`src/rtl/assert_macros.svh`:
```
// assertion macros for the rtl files
// no dependencies; pulled in by the top level
`ifndef ASSERT_MACROS_SVH
`define ASSERT_MACROS_SVH

// same-cycle implication, checked at every rising clock edge out of reset
`define MCED_ASSERT_NOW(lbl, clk, rst_n, pre, post) \
  lbl: assert property (@(posedge clk) disable iff (!rst_n) (pre) |-> (post)) \
    else $error("same-cycle check failed");

// next-cycle implication
`define MCED_ASSERT_NEXT(lbl, clk, rst_n, pre, post) \
  lbl: assert property (@(posedge clk) disable iff (!rst_n) (pre) |=> (post)) \
    else $error("next-cycle check failed");

`endif

```
`src/rtl/mced_pkg.sv`:
```
// types, codes and constants of the command escape detector
// no dependencies; used by the controller, datapath and top level
package mced_pkg;

  localparam int unsigned LINE_LEN_DEF = 32;

  typedef enum logic [1:0] {
    OP_BYTE      = 2'd0,
    OP_GUARD     = 2'd1,
    OP_DATA_MODE = 2'd2,
    OP_COMMAND   = 2'd3
  } op_e;

  typedef enum logic [1:0] {
    KIND_NONE = 2'd0,
    KIND_ECHO = 2'd1,
    KIND_FWD  = 2'd2
  } kind_e;

  typedef enum logic [2:0] {
    CFG_ECHO   = 3'd0,
    CFG_BS     = 3'd1,
    CFG_CR     = 3'd2,
    CFG_ESC    = 3'd3,
    CFG_INACT  = 3'd4
  } cfg_idx_e;

  // register reset values
  localparam logic       ECHO_RST  = 1'b1;
  localparam logic [6:0] BS_RST    = 7'd8;
  localparam logic [7:0] CR_RST    = 8'd13;
  localparam logic [7:0] ESC_RST   = 8'd43;
  localparam logic       INACT_RST = 1'b0;

  // character constants
  localparam logic [6:0] CASE_MASK  = 7'h5f;
  localparam int unsigned CASE_BIT  = 5;
  localparam logic [6:0] CHAR_A     = 7'h41;
  localparam logic [6:0] CHAR_T     = 7'h54;
  localparam logic [6:0] CHAR_SLASH = 7'h2f;
  localparam logic [2:0] ESC_RUN    = 3'd3;

  typedef struct packed {
    logic [1:0] opcode;
    logic [7:0] in_byte;
  } in_t;

  typedef struct packed {
    kind_e      out_kind;
    logic [7:0] out_byte;
    logic       t_after;
    logic       prefix_found;
    logic [7:0] prefix_first;
    logic       line_char_valid;
    logic [6:0] line_char;
    logic       line_last;
    logic       escape_found;
    logic       inactivity_hangup;
  } res_t;

  // controller to datapath
  typedef struct packed {
    logic latch;
    logic commit;
    logic run_start;
    logic load_single;
    logic load_run;
    logic run_adv;
  } cmd_t;

  // datapath to controller
  typedef struct packed {
    logic is_run;
    logic has_result;
    logic run_last;
  } stat_t;

endpackage

```
`src/rtl/mced_ram.sv`:
```
// generic simple dual-port ram, one write and one registered read port
// no dependencies
module mced_ram #(
  parameter int unsigned WIDTH = 8,
  parameter int unsigned DEPTH = 64
) (
  input  logic                     clk_i,
  input  logic                     we_i,
  input  logic [$clog2(DEPTH)-1:0] waddr_i,
  input  logic [WIDTH-1:0]         wdata_i,
  input  logic                     re_i,
  input  logic [$clog2(DEPTH)-1:0] raddr_i,
  output logic [WIDTH-1:0]         rdata_o
);

  logic [WIDTH-1:0] mem_q [DEPTH];
  logic [WIDTH-1:0] rdata_q;

  always_ff @(posedge clk_i) begin
    if (we_i) begin
      mem_q[waddr_i] <= wdata_i;
    end
    if (re_i) begin
      rdata_q <= mem_q[raddr_i];
    end
  end

  assign rdata_o = rdata_q;

endmodule

```
`src/rtl/mced_ctrl.sv`:
```
// controller: request handshake, item sequencing and output valid
// depends on mced_pkg
module mced_ctrl (
  input  logic            clk_i,
  input  logic            rst_ni,
  input  logic            in_valid_i,
  output logic            in_stall_o,
  output logic            out_valid_o,
  input  logic            out_stall_i,
  input  mced_pkg::stat_t stat_i,
  output mced_pkg::cmd_t  cmd_o
);

  typedef enum logic [2:0] {
    S_IDLE = 3'b001,
    S_EXEC = 3'b010,
    S_RUN  = 3'b100
  } state_e;

  state_e state_q, state_d;
  logic   out_valid_q, out_valid_d;
  logic   out_free;

  assign out_free = !out_valid_q || !out_stall_i;

  always_comb begin
    state_d = state_q;
    cmd_o   = '0;
    unique case (state_q)
      S_IDLE: begin
        if (in_valid_i) begin
          cmd_o.latch = 1'b1;
          state_d     = S_EXEC;
        end
      end
      S_EXEC: begin
        if (stat_i.is_run) begin
          cmd_o.commit    = 1'b1;
          cmd_o.run_start = 1'b1;
          state_d         = S_RUN;
        end else if (stat_i.has_result) begin
          if (out_free) begin
            cmd_o.commit      = 1'b1;
            cmd_o.load_single = 1'b1;
            state_d           = S_IDLE;
          end
        end else begin
          cmd_o.commit = 1'b1;
          state_d      = S_IDLE;
        end
      end
      S_RUN: begin
        if (out_free) begin
          cmd_o.load_run = 1'b1;
          if (stat_i.run_last) begin
            state_d = S_IDLE;
          end else begin
            cmd_o.run_adv = 1'b1;
          end
        end
      end
      default: state_d = S_IDLE;
    endcase
  end

  always_comb begin
    out_valid_d = out_valid_q;
    if (cmd_o.load_single || cmd_o.load_run) begin
      out_valid_d = 1'b1;
    end else if (!out_stall_i) begin
      out_valid_d = 1'b0;
    end
  end

  always_ff @(posedge clk_i or negedge rst_ni) begin
    if (!rst_ni) begin
      state_q     <= S_IDLE;
      out_valid_q <= 1'b0;
    end else begin
      state_q     <= state_d;
      out_valid_q <= out_valid_d;
    end
  end

  assign in_stall_o  = (state_q != S_IDLE);
  assign out_valid_o = out_valid_q;

endmodule

```
`src/rtl/mced_dp.sv`:
```
// datapath: registers, mode and line state, line buffers, run counter, output register
// depends on mced_pkg and mced_ram
module mced_dp #(
  parameter int unsigned LINE_LEN = mced_pkg::LINE_LEN_DEF
) (
  input  logic            clk_i,
  input  logic            rst_ni,
  input  logic            cfg_we_i,
  input  logic [2:0]      cfg_idx_i,
  input  logic [7:0]      cfg_data_i,
  input  mced_pkg::in_t   in_req_i,
  input  mced_pkg::cmd_t  cmd_i,
  output mced_pkg::stat_t stat_o,
  output mced_pkg::res_t  out_res_o
);

  localparam int unsigned IW    = $clog2(LINE_LEN);
  localparam int unsigned LW    = $clog2(LINE_LEN + 1);
  localparam int unsigned AW    = IW + 1;
  localparam int unsigned DEPTH = 2 * (2 ** IW);

  // configuration
  logic       echo_q, inact_q;
  logic [6:0] bs_q;
  logic [7:0] cr_q, esc_char_q;

  // item and mode state
  mced_pkg::in_t item_q;
  logic          command_q, command_d;
  logic          prefix_q, prefix_d;
  logic [7:0]    first_q, first_d;
  logic [LW-1:0] len_q, len_d;
  logic [LW-1:0] saved_len_q, saved_len_d;
  logic          bank_q, bank_d;
  logic          guard_q, guard_d;
  logic [2:0]    esc_cnt_q, esc_cnt_d;

  // run sequencer
  logic [LW-1:0]  run_n_q, k_q, k_next;
  logic           src_bank_q;
  mced_pkg::res_t head_q;
  mced_pkg::res_t out_q;

  // decode of the latched item
  mced_pkg::res_t single;
  logic           is_run, run_src, wr_en;
  logic [LW-1:0]  run_len;
  logic [6:0]     raw;
  logic           run_last;
  logic [AW-1:0]  raddr;
  logic           re;
  logic [6:0]     rdata;
  mced_pkg::res_t run_res;

  always_ff @(posedge clk_i or negedge rst_ni) begin
    if (!rst_ni) begin
      echo_q     <= mced_pkg::ECHO_RST;
      bs_q       <= mced_pkg::BS_RST;
      cr_q       <= mced_pkg::CR_RST;
      esc_char_q <= mced_pkg::ESC_RST;
      inact_q    <= mced_pkg::INACT_RST;
    end else if (cfg_we_i) begin
      unique case (cfg_idx_i)
        mced_pkg::CFG_ECHO:  echo_q     <= cfg_data_i[0];
        mced_pkg::CFG_BS:    bs_q       <= cfg_data_i[6:0];
        mced_pkg::CFG_CR:    cr_q       <= cfg_data_i;
        mced_pkg::CFG_ESC:   esc_char_q <= cfg_data_i;
        mced_pkg::CFG_INACT: inact_q    <= cfg_data_i[0];
        default: ;
      endcase
    end
  end

  assign raw = item_q.in_byte[6:0];

  always_comb begin
    single      = '0;
    is_run      = 1'b0;
    run_src     = bank_q;
    run_len     = len_q;
    wr_en       = 1'b0;
    command_d   = command_q;
    prefix_d    = prefix_q;
    first_d     = first_q;
    len_d       = len_q;
    saved_len_d = saved_len_q;
    bank_d      = bank_q;
    guard_d     = guard_q;
    esc_cnt_d   = esc_cnt_q;
    case (mced_pkg::op_e'(item_q.opcode))
      mced_pkg::OP_BYTE: begin
        if (command_q) begin
          if (echo_q) begin
            single.out_kind = mced_pkg::KIND_ECHO;
            single.out_byte = item_q.in_byte;
          end
          if (prefix_q) begin
            if (raw == bs_q) begin
              if (len_q == '0) begin
                single.t_after = echo_q;
              end else begin
                len_d = len_q - 1'b1;
              end
            end else if (item_q.in_byte == cr_q) begin
              // line done: the line bank becomes the saved bank
              is_run      = 1'b1;
              saved_len_d = len_q;
              len_d       = '0;
              first_d     = '0;
              prefix_d    = 1'b0;
              bank_d      = !bank_q;
            end else if (len_q < LW'(LINE_LEN)) begin
              wr_en = 1'b1;
              len_d = len_q + 1'b1;
            end
          end else if (first_q != '0) begin
            if ((raw & mced_pkg::CASE_MASK) == mced_pkg::CHAR_T &&
                first_q[mced_pkg::CASE_BIT] == raw[mced_pkg::CASE_BIT]) begin
              prefix_d            = 1'b1;
              single.prefix_found = 1'b1;
              single.prefix_first = first_q;
            end else if (raw == mced_pkg::CHAR_SLASH) begin
              // replay the saved bank; line contents past the saved length are never used
              is_run   = 1'b1;
              run_src  = !bank_q;
              run_len  = saved_len_q;
              len_d    = '0;
              prefix_d = 1'b0;
            end else if ((raw & mced_pkg::CASE_MASK) != mced_pkg::CHAR_A) begin
              first_d = '0;
            end
          end else if ((raw & mced_pkg::CASE_MASK) == mced_pkg::CHAR_A) begin
            first_d = item_q.in_byte;
          end
        end else begin
          single.out_kind = mced_pkg::KIND_FWD;
          single.out_byte = item_q.in_byte;
          if (guard_q) begin
            if (item_q.in_byte == esc_char_q && esc_cnt_q < mced_pkg::ESC_RUN) begin
              esc_cnt_d = esc_cnt_q + 1'b1;
            end else begin
              guard_d   = 1'b0;
              esc_cnt_d = '0;
            end
          end
        end
      end
      mced_pkg::OP_GUARD: begin
        if (guard_q && esc_cnt_q == mced_pkg::ESC_RUN) begin
          command_d           = 1'b1;
          guard_d             = 1'b0;
          esc_cnt_d           = '0;
          single.escape_found = 1'b1;
        end else if (!guard_q) begin
          guard_d = 1'b1;
        end else if (esc_cnt_q != '0) begin
          guard_d   = 1'b0;
          esc_cnt_d = '0;
        end else if (inact_q) begin
          command_d                = 1'b1;
          guard_d                  = 1'b0;
          esc_cnt_d                = '0;
          single.inactivity_hangup = 1'b1;
        end
      end
      mced_pkg::OP_DATA_MODE: begin
        command_d = 1'b0;
      end
      default: begin
        command_d = 1'b1;
        guard_d   = 1'b0;
        esc_cnt_d = '0;
      end
    endcase
  end

  always_ff @(posedge clk_i or negedge rst_ni) begin
    if (!rst_ni) begin
      command_q   <= 1'b1;
      prefix_q    <= 1'b0;
      first_q     <= '0;
      len_q       <= '0;
      saved_len_q <= '0;
      bank_q      <= 1'b0;
      guard_q     <= 1'b0;
      esc_cnt_q   <= '0;
    end else if (cmd_i.commit) begin
      command_q   <= command_d;
      prefix_q    <= prefix_d;
      first_q     <= first_d;
      len_q       <= len_d;
      saved_len_q <= saved_len_d;
      bank_q      <= bank_d;
      guard_q     <= guard_d;
      esc_cnt_q   <= esc_cnt_d;
    end
  end

  always_ff @(posedge clk_i or negedge rst_ni) begin
    if (!rst_ni) begin
      run_n_q <= '0;
      k_q     <= '0;
    end else if (cmd_i.run_start) begin
      run_n_q <= run_len;
      k_q     <= '0;
    end else if (cmd_i.run_adv) begin
      k_q <= k_next;
    end
  end

  // payload registers
  always_ff @(posedge clk_i) begin
    if (cmd_i.latch) begin
      item_q <= in_req_i;
    end
    if (cmd_i.run_start) begin
      src_bank_q <= run_src;
      head_q     <= single;
    end
    if (cmd_i.load_single) begin
      out_q <= single;
    end else if (cmd_i.load_run) begin
      out_q <= run_res;
    end
  end

  assign k_next   = k_q + 1'b1;
  assign run_last = (run_n_q == '0) || (k_next == run_n_q);

  assign raddr = cmd_i.run_start ? {run_src, IW'(0)} : {src_bank_q, k_next[IW-1:0]};
  assign re    = cmd_i.run_start || cmd_i.run_adv;

  mced_ram #(
    .WIDTH (7),
    .DEPTH (DEPTH)
  ) u_line_ram (
    .clk_i   (clk_i),
    .we_i    (wr_en && cmd_i.commit),
    .waddr_i ({bank_q, len_q[IW-1:0]}),
    .wdata_i (raw),
    .re_i    (re),
    .raddr_i (raddr),
    .rdata_o (rdata)
  );

  always_comb begin
    run_res                 = (k_q == '0) ? head_q : '0;
    run_res.line_char_valid = (run_n_q != '0);
    run_res.line_char       = (run_n_q != '0) ? rdata : '0;
    run_res.line_last       = run_last;
  end

  assign stat_o.is_run     = is_run;
  assign stat_o.has_result = !is_run && ((single.out_kind != mced_pkg::KIND_NONE) ||
                             single.t_after || single.prefix_found ||
                             single.escape_found || single.inactivity_hangup);
  assign stat_o.run_last   = run_last;
  assign out_res_o         = out_q;

endmodule

```
`src/rtl/modem_command_escape_detector.sv`:
```
// top level of the modem command and escape detector
// depends on mced_pkg, mced_ctrl, mced_dp and assert_macros.svh
//
// usage:
//  - input channel (in_valid_i / in_stall_o / in_req_i): one request is an
//    opcode and a terminal byte; it is taken when valid is high and stall low
//  - output channel (out_valid_o / out_stall_i / out_res_o): result items,
//    held stable while the receiver stalls
//  - config port (cfg_we_i / cfg_idx_i / cfg_data_i): write-only, one register
//    per edge with the enable high; write only while the block is idle
//  - a request is accepted while idle, then decoded and committed; the input
//    stays stalled at least until it commits, which waits on a stalled output
//  - a line run (carriage return, or slash after an 'A') gives max(n,1)
//    results, one per cycle while the output is not stalled, from the line
//    ram's single read port; the input is stalled until the last one is loaded
//  - the output register frees the input side: a request is accepted while a
//    result still waits; a stalled output holds the decode until it drains
//  - reset puts the block in command mode with default registers, empty line
//    and saved line, and no escape pending; the line ram needs no clearing
//  - the line ram holds two banks that swap roles when a line completes
module modem_command_escape_detector #(
  parameter int unsigned LINE_LEN = mced_pkg::LINE_LEN_DEF
) (
  input  logic           clk_i,
  input  logic           rst_ni,
  input  logic           in_valid_i,
  output logic           in_stall_o,
  input  mced_pkg::in_t  in_req_i,
  output logic           out_valid_o,
  input  logic           out_stall_i,
  output mced_pkg::res_t out_res_o,
  input  logic           cfg_we_i,
  input  logic [2:0]     cfg_idx_i,
  input  logic [7:0]     cfg_data_i
);

  mced_pkg::cmd_t  cmd;
  mced_pkg::stat_t stat;

  // controller: handshake and sequencing
  mced_ctrl u_ctrl (
    .clk_i       (clk_i),
    .rst_ni      (rst_ni),
    .in_valid_i  (in_valid_i),
    .in_stall_o  (in_stall_o),
    .out_valid_o (out_valid_o),
    .out_stall_i (out_stall_i),
    .stat_i      (stat),
    .cmd_o       (cmd)
  );

  // datapath: state, line buffers and result assembly
  mced_dp #(
    .LINE_LEN (LINE_LEN)
  ) u_dp (
    .clk_i      (clk_i),
    .rst_ni     (rst_ni),
    .cfg_we_i   (cfg_we_i),
    .cfg_idx_i  (cfg_idx_i),
    .cfg_data_i (cfg_data_i),
    .in_req_i   (in_req_i),
    .cmd_i      (cmd),
    .stat_o     (stat),
    .out_res_o  (out_res_o)
  );

`include "assert_macros.svh"

  // an accepted request always holds off the input in the cycle after it
  `MCED_ASSERT_NEXT(a_accept_then_stall, clk_i, rst_ni, in_valid_i && !in_stall_o, in_stall_o)
  // the run sequencer only steps while the input is held off
  `MCED_ASSERT_NOW(a_run_stalls_input, clk_i, rst_ni, cmd.run_adv, in_stall_o)
  // a request is either a line run or at most one single result
  `MCED_ASSERT_NOW(a_run_or_single, clk_i, rst_ni, stat.is_run, !stat.has_result)

endmodule
```
`config.mk`:
```
export PLATFORM = sky130hd
export DESIGN_NAME = modem_command_escape_detector
export DESIGN_NICKNAME = d
export VERILOG_FILES = /design/src/rtl/mced_pkg.sv /design/src/rtl/mced_ram.sv /design/src/rtl/mced_ctrl.sv /design/src/rtl/mced_dp.sv /design/src/rtl/modem_command_escape_detector.sv
export VERILOG_INCLUDE_DIRS = /design/src /design/src/rtl
export SDC_FILE = /design/constraint.sdc
export NUM_CORES = 1
export LEC_CHECK = 0
export BUFFER_PORTS_ARGS = -buffer_cell sky130_fd_sc_hd__buf_2
export CAP_MARGIN = 20
export CORE_UTILIZATION = 65
export CTS_BUF_LIST = sky130_fd_sc_hd__clkbuf_8
export CTS_CLUSTER_SIZE = 40
export DETAILED_ROUTE_END_ITERATION = 12
export GPL_ROUTABILITY_DRIVEN = 0
export MAX_ROUTING_LAYER = met4
export PLACE_DENSITY = 0.82
export SYNTH_ARGS = -nofsm -noshare
export SYNTH_HDL_FRONTEND = slang
export SYNTH_SLANG_ARGS = --single-unit
```
`constraint.sdc`:
```
create_clock -name clk_i -period 5.5 [get_ports clk_i]
set_input_delay 1.1 -clock clk_i [delete_from_list [all_inputs] [get_ports clk_i]]
set_output_delay 1.1 -clock clk_i [all_outputs]
set_load 0.02 [all_outputs]
```
# After elaboration in Yosys (flattened, before gate mapping)
# Memory sizes are Yosys's and may differ from the RTL's. A register that Yosys moved wholly into a read port is not among the register bits.
# Index checks and enable logic that the tools add are counted.
dict set report op_classes {
  mux 114
  n_lt_le_gt_ge 2
  reduce_logical 44
  eq_ne 39
  bitwise 3
  add_sub_neg 4
}
# cell n
set ops {}
lappend ops {{two-way mux 6 bit} 17}
lappend ops {{two-way mux 31 bit} 3}
lappend ops {{two-way mux 8 bit} 8}
lappend ops {{two-way mux 1 bit} 57}
lappend ops {{two-way mux 3 bit} 14}
lappend ops {{two-way mux 9 bit} 4}
lappend ops {{two-way mux 10 bit} 2}
lappend ops {{two-way mux 20 bit} 1}
lappend ops {{zero test 6 bit} 3}
lappend ops {{one-hot mux 3 bit (3 select lines)} 2}
lappend ops {{equality test 8 bit} 2}
lappend ops {{adder 6 x 1 -> 6 bit (second input constant)} 2}
lappend ops {{equality test 3 x 2 -> 1 bit (second input constant)} 4}
lappend ops {{equality test 6 bit (second input constant)} 2}
lappend ops {{!= test 3 x 2 -> 1 bit (second input constant)} 4}
lappend ops {{AND reduction 6 bit} 2}
lappend ops {{!= test 2 x 1 -> 1 bit (second input constant)} 5}
lappend ops {{AND reduction 2 bit} 5}
lappend ops {{nonzero test 2 bit} 5}
lappend ops {{!= test 3 x 1 -> 1 bit (second input constant)} 3}
lappend ops {{AND reduction 9 bit} 1}
lappend ops {{logical OR 1 bit} 8}
lappend ops {{!= test 2 bit (second input constant)} 4}
lappend ops {{AND reduction 8 bit} 1}
lappend ops {{31 further kinds} 47}
dict set report word_totals {
  ram_bits 448
  reg_bits 132
  n_memories 1
  in_bits 26
  out_inout_bits 33
}
# name depth width read_ports rd_ports_with_merged_regs write_ports line
set memory_table {}
lappend memory_table {u_dp.u_line_ram.mem_q 64 7 1 1 1 mced_ram.sv:16} ;# logic [WIDTH-1:0] mem_q [DEPTH];

# Depth between registers and ports, before layout
dict set report logic_depth {
  ltp_word 19
  mapped_depth 15
  mapped_depth_nobuf 10
}

# By module
# From an unflattened synthesis, not the netlist that was laid out.
dict set report unflattened {
  cells_unflattened 1367
  area_unflattened_um2 24104.4
}
# mod area_each_um2 cells_per_inst n_inst seq_area_each_um2
set modules_own_cells {}
lappend modules_own_cells {mced_ram 17743.3 837 1 13663.1}
lappend modules_own_cells {mced_dp 6063.3 498 1 3445.8}
lappend modules_own_cells {mced_ctrl 297.8 32 1 101.3}

# Worst setup path after synthesis
# OpenSTA, ideal clock, no wires.
dict set report synth_timing {
  path_kind {reg2reg}
  from {register u_dp.item_q[4] (netlist name)}
  to {memory u_dp.u_line_ram.mem_q[48][0], enable pin}
  path_slack_ns 1.644
  path_stages_with_launch 10
  setup_ns 0.360
  synth_period_minus_slack_ns 3.856
  n_path_buf 1
  arrival_ns 3.496
  cell_sequence {edfxtp_1 > buf_2 > xnor2_1 > and4_1 > nand2_1 > o21ai_1 > a211oi_2 > nor4_2 > nand3_1 > nor2_1}
}
dict set report synth_between {
  elab_chain_cells 17
}
# item line
set synth_lines {}
lappend synth_lines {{start, declared} mced_dp.sv:28} ;# mced_pkg::in_t item_q;
lappend synth_lines {{start signal, assigned} mced_dp.sv:214} ;# item_q <= in_req_i;
lappend synth_lines {{equality test 6 bit} mced_dp.sv:117} ;# if ((raw & mced_pkg::CASE_MASK) == mced_pkg::CHAR_T &&
lappend synth_lines {{logical AND 1 bit} mced_dp.sv:117}
lappend synth_lines {{two-way mux 9 bit} mced_dp.sv:117}
lappend synth_lines {{two-way mux 9 bit} mced_dp.sv:116} ;# end else if (first_q != '0) begin
lappend synth_lines {{two-way mux 9 bit} mced_dp.sv:97} ;# if (prefix_q) begin
lappend synth_lines {{two-way mux 10 bit} mced_dp.sv:92} ;# if (command_q) begin
lappend synth_lines {{two-way mux 20 bit} mced_dp.sv:90} ;# case (mced_pkg::op_e'(item_q.opcode))
lappend synth_lines {{logical OR 1 bit (2 in a row)} mced_dp.sv:255} ;# single.t_after || single.prefix_found ||
lappend synth_lines {{logical OR 1 bit} mced_dp.sv:256} ;# single.escape_found || single.inactivity_hangup);
lappend synth_lines {{logical AND 1 bit} mced_dp.sv:254} ;# assign stat_o.has_result = !is_run && ((single.out_kind != mced_pkg::KIND_NONE) ||
lappend synth_lines {{two-way mux 1 bit} mced_ctrl.sv:41} ;# end else if (stat_i.has_result) begin
lappend synth_lines {{two-way mux 1 bit} mced_ctrl.sv:37} ;# if (stat_i.is_run) begin
lappend synth_lines {{two-way mux 3 bit} mced_ctrl.sv:29} ;# unique case (state_q)
lappend synth_lines {{logical AND 1 bit (*)} mced_dp.sv:238} ;# .we_i (wr_en && cmd_i.commit),
lappend synth_lines {{two-way mux 1 bit (*)} mced_ram.sv:20} ;# if (we_i) begin
lappend synth_lines {{two-way mux 1 bit (implied by the code) (*)} mced_ram.sv:21} ;# mem_q[waddr_i] <= wdata_i;
lappend synth_lines {{end, declared} mced_ram.sv:16}
# Mark *: on every way between the ends. The rest lies on a longest branch, timed or not.

# Worst setup path in the final report
dict set report layout_timing {
  from {register u_dp.item_q[2] (netlist name)}
  to {register u_dp.u_line_ram.rdata_q[6], in the netlist u_dp.u_line_ram.rdata_o[6] (read register of u_dp.u_line_ram.mem_q), data pin}
}
dict set report layout_between {
  elab_chain_cells 10
}
# item line
set layout_lines {}
lappend layout_lines {{equality test 7 x 6 -> 1 bit / equality test 6 bit (equally long branches)} {mced_dp.sv:122, mced_dp.sv:117}}
lappend layout_lines {{two-way mux 1 bit / logical AND 1 bit (equally long branches)} {mced_dp.sv:122, mced_dp.sv:117}}
lappend layout_lines {{two-way mux 1 bit} mced_dp.sv:117}
lappend layout_lines {{two-way mux 1 bit} mced_dp.sv:116}
lappend layout_lines {{two-way mux 1 bit} mced_dp.sv:97}
lappend layout_lines {{two-way mux 1 bit} mced_dp.sv:92}
lappend layout_lines {{two-way mux 1 bit} mced_dp.sv:90}
lappend layout_lines {{two-way mux 1 bit} mced_ctrl.sv:37}
lappend layout_lines {{two-way mux 3 bit} mced_ctrl.sv:29}
lappend layout_lines {{two-way mux 6 bit / logical OR 1 bit (equally long branches)} {mced_dp.sv:230, mced_dp.sv:231}}
lappend layout_lines {{end, declared} mced_ram.sv:17} ;# logic [WIDTH-1:0] rdata_q;
# Parallel ways exist; a longest one is shown, timed or not.
# A chain may end at the register's enable or synchronous reset.

==> results.cfg <==
[global_routing]
grt_pass1_vias = 15313
grt_max_degree = 70
antenna_found_initial = 0
track_usage = 0.347
grt_pass1_wl_mm = 95.3
grt_overflow_total = 0

[logic_synthesis]
synth_top_area_frac = 0.621
ys_ff_latch = 587
async_reset_ff_frac = 0.116
ys_top_cells_by_area = edfxtp_1 (62%), dfrtp_1 (5.8%), mux4_2 (4.7%), nor2_1 (2.2%), mux2_2 (2.0%)
yosysTopAreaCell = edfxtp_1
ys.flop_type = edfxtp_1
netlist_area_um2 = 24700
ys_types = 92
avgSynthCellArea_um2 = 15.1
synth-seq-area-share = 0.698
syn-num-nets = 1666
ys_warn_count = 0
yosysMostFrequentCell = edfxtp_1
synthCells = 1632
synth_common_cells = edfxtp_1 (510), nor2_1 (142), nand2_1 (121)
synth-edff-count = 510

[worst_setup_path]
critPathArrivalTime_ns = 4.86
path_max_fanout = 65
cp-start-kind = flop
worstSetupPathType = reg2reg
critPathCaptureType = flop
critPathCapture = u_dp.u_line_ram.rdata_o[6]
r2r_end = u_dp.u_line_ram.rdata_o[6]
reg2reg_from = u_dp.item_q[2]
worst-r2r-setup-slack_ns = 1.02
critical_path.startpoint = u_dp.item_q[2]
required_ns = 5.87
r2r_cells = 11

[placed_design]
portBuffers = 58
placed_area_um2 = 25500
dp_hpwl_mm = 38.8

[cts]
cts_tree = done
clk_latency_ns = 0.67
clock_sinks = 587
cts.clk_slew.worst_paths_ns = 0.07
clockBufferDepth = 3
cts_inserted_buffers = 91
post_cts_buffers = 0
postCtsHoldBufs = 0
ctsResizeCount = 0
cts_htree_levels = 3
root_buffer = clkbuf_8

[layout]
diodes = 0
final_layout_size_suffix_gt1_frac = 0.201
fin_nets = 1768
finalInstanceArea_um2 = 27300
area_growth_pct = 10.9

[power_and_ir_drop]
power.density_nw_per_um2 = 344
p_leak_nw = 9.48
vdd_ir_drop_max_mv = 0.214

[sta]
worst_pin_slew_ns = 0.971
grt_setup_unrepaired = no
finalCriticalPeriod_ns = 4.48
hold_viol = 0
finClkSkew_ns = 0.0313
tns_ns = 0
setup_viol = 0
max_clock_freq_mhz = 223
finalMaxSlewViolations = 0
post-route-period-util = 0.815
slew_headroom = 0.347

[route]
vias = 15747
dr.pass1.iters = 7
wl_per_cell_um = 27.4
ant_nets = 0
drc = 0
wl_mm = 63.2
drt_iter0_drc = 2752
vias_per_cell = 6.82

[hold_path]
hold_path.class = reg2reg

[floorplanning]
dieArea_um2 = 38700
start_util = 0.667
coreArea_um2 = 37000
die_w_um = 197
io_pins = 59
die_y_um = 197
rows = 70

[run]
cap_viol_max_count = 0

[status]
status = finished clean
[worst min path at each step]
stage | start | cells after the start | slack [ns] | endpoint
2_1_floorplan | u_dp.u_line_ram.rdata_o[0] | 1 | 0.44 | u_dp.out_res_o[3]
3_3_place_gp | u_dp.out_res_o[10] | 1 | 0.43 | u_dp.out_res_o[10]
3_5_place_dp | u_dp.out_res_o[10] | 1 | 0.44 | u_dp.out_res_o[10]
4_1_cts | u_dp.out_res_o[10] | 1 | 0.46 | u_dp.out_res_o[10]
5_1_grt | u_dp.out_res_o[10] | 1 | 0.48 | u_dp.out_res_o[10]
6_report | u_dp.out_res_o[10] | 1 | 0.45 | u_dp.out_res_o[10]
[layout make-up]
type | count | area (µm²)
flip-flops and latches | 587 | 17200
clock buffers | 98 | 1350
fillers | 2196 | 9620
clock inverters | 66 | 439
repair buffers | 97 | 613
well taps | 504 | 631
multi-input cells | 932 | 7000
inverters | 25 | 96.3
[sequential cells by signal (all words and copies together), names as in the netlist, 3 cells and up]
register	flops
u_dp.u_line_ram.mem_q	448
u_dp.out_res_o	31
u_dp.head_q	22
u_dp.item_q	10
u_dp.cr_q	8
u_dp.esc_char_q	8
u_dp.first_q	8
u_dp.bs_q	7
u_dp.u_line_ram.rdata_o	7
u_dp.k_q	6
u_dp.len_q	6
u_dp.run_n_q	6
u_dp.saved_len_q	6
u_ctrl.state_q	3
u_dp.esc_cnt_q	3
[power breakdown]
part | total (W) | internal (W) | switching (W)
Combinational | 0.000620 | 0.000183 | 0.000436
Clock | 0.00360 | 0.00189 | 0.00171
Sequential | 0.00518 | 0.00508 | 0.000103
Total | 0.00941 | 0.00716 | 0.00225
[layer usage]
metal / vias up / GRT usage / part of all wire
met5: - / - / 0
met4: 0 / 0.166 / 0.053
met3: 289 / 0.100 / 0.13
met2: 1313 / 0.499 / 0.45
met1: 7581 / 0.460 / 0.36
li1: 6564 / - / -
[layout by cell type (no fill, tap or decap), drive strengths merged, types with 12 or more instances in the layout]
| master | Yosys | layout |
|---|---|---|
| a211oi | 16 | 16 |
| xnor2 | 30 | 30 |
| nor3 | 29 | 29 |
| mux2i | 44 | 44 |
| nor2b | 12 | 12 |
| xor2 | 14 | 14 |
| and3 | 12 | 12 |
| mux2 | 53 | 53 |
| and2 | 29 | 29 |
| dfrtp | 57 | 57 |
| inv | 24 | 52 |
| nand2 | 121 | 121 |
| edfxtp | 510 | 510 |
| clkbuf | 36 | 98 |
| mux4 | 52 | 52 |
| clkinv | 1 | 28 |
| buf | 52 | 95 |
| o21ai | 44 | 44 |
| nand3 | 45 | 45 |
| a21oi | 60 | 60 |
| nor2 | 145 | 145 |
| o211ai | 15 | 15 |
| a31oi | 20 | 20 |
| nor4 | 12 | 12 |
| a22o | 29 | 29 |
[cell families after synthesis]
kind of cell / Yosys count / synth area share
flops: 587 / 0.698
simple gates: 452 / 0.0896
compound gates: 278 / 0.0816
mux: 149 / 0.0900
buf+inv: 113 / 0.0201
xor+xnor: 45 / 0.0168
fa+ha+maj: 8 / 0.00406
[per-stage QoR]
step                      setup WS (ns)  hold WS, ns  power (W)   util  std cells
final                              1.02        0.452    0.00941  0.740       2309
after detailed placement          0.961        0.445    0.00588  0.690       2141
after global routing              0.884        0.478    0.00967  0.740       2309
after global placement             1.08        0.431    0.00585  0.690       2140
after CTS                         0.949        0.460    0.00941  0.739       2305
after floorplan                    1.64        0.436    0.00563      -       1632
[critical path, stage by stage (launching register included)]
cell            delay [ns]
edfxtp_1              0.54
buf_4                 0.69
and3_1                0.28
nand4_1               0.24
nor2_2                0.55
a21oi_4               0.07
buf_4                 0.31
mux2i_1               0.51
a31oi_1               0.19
a2111oi_0             0.40
dlymetal6s2s_1        0.25
o311ai_1              0.13
Power figures use the tool's default switching activity.
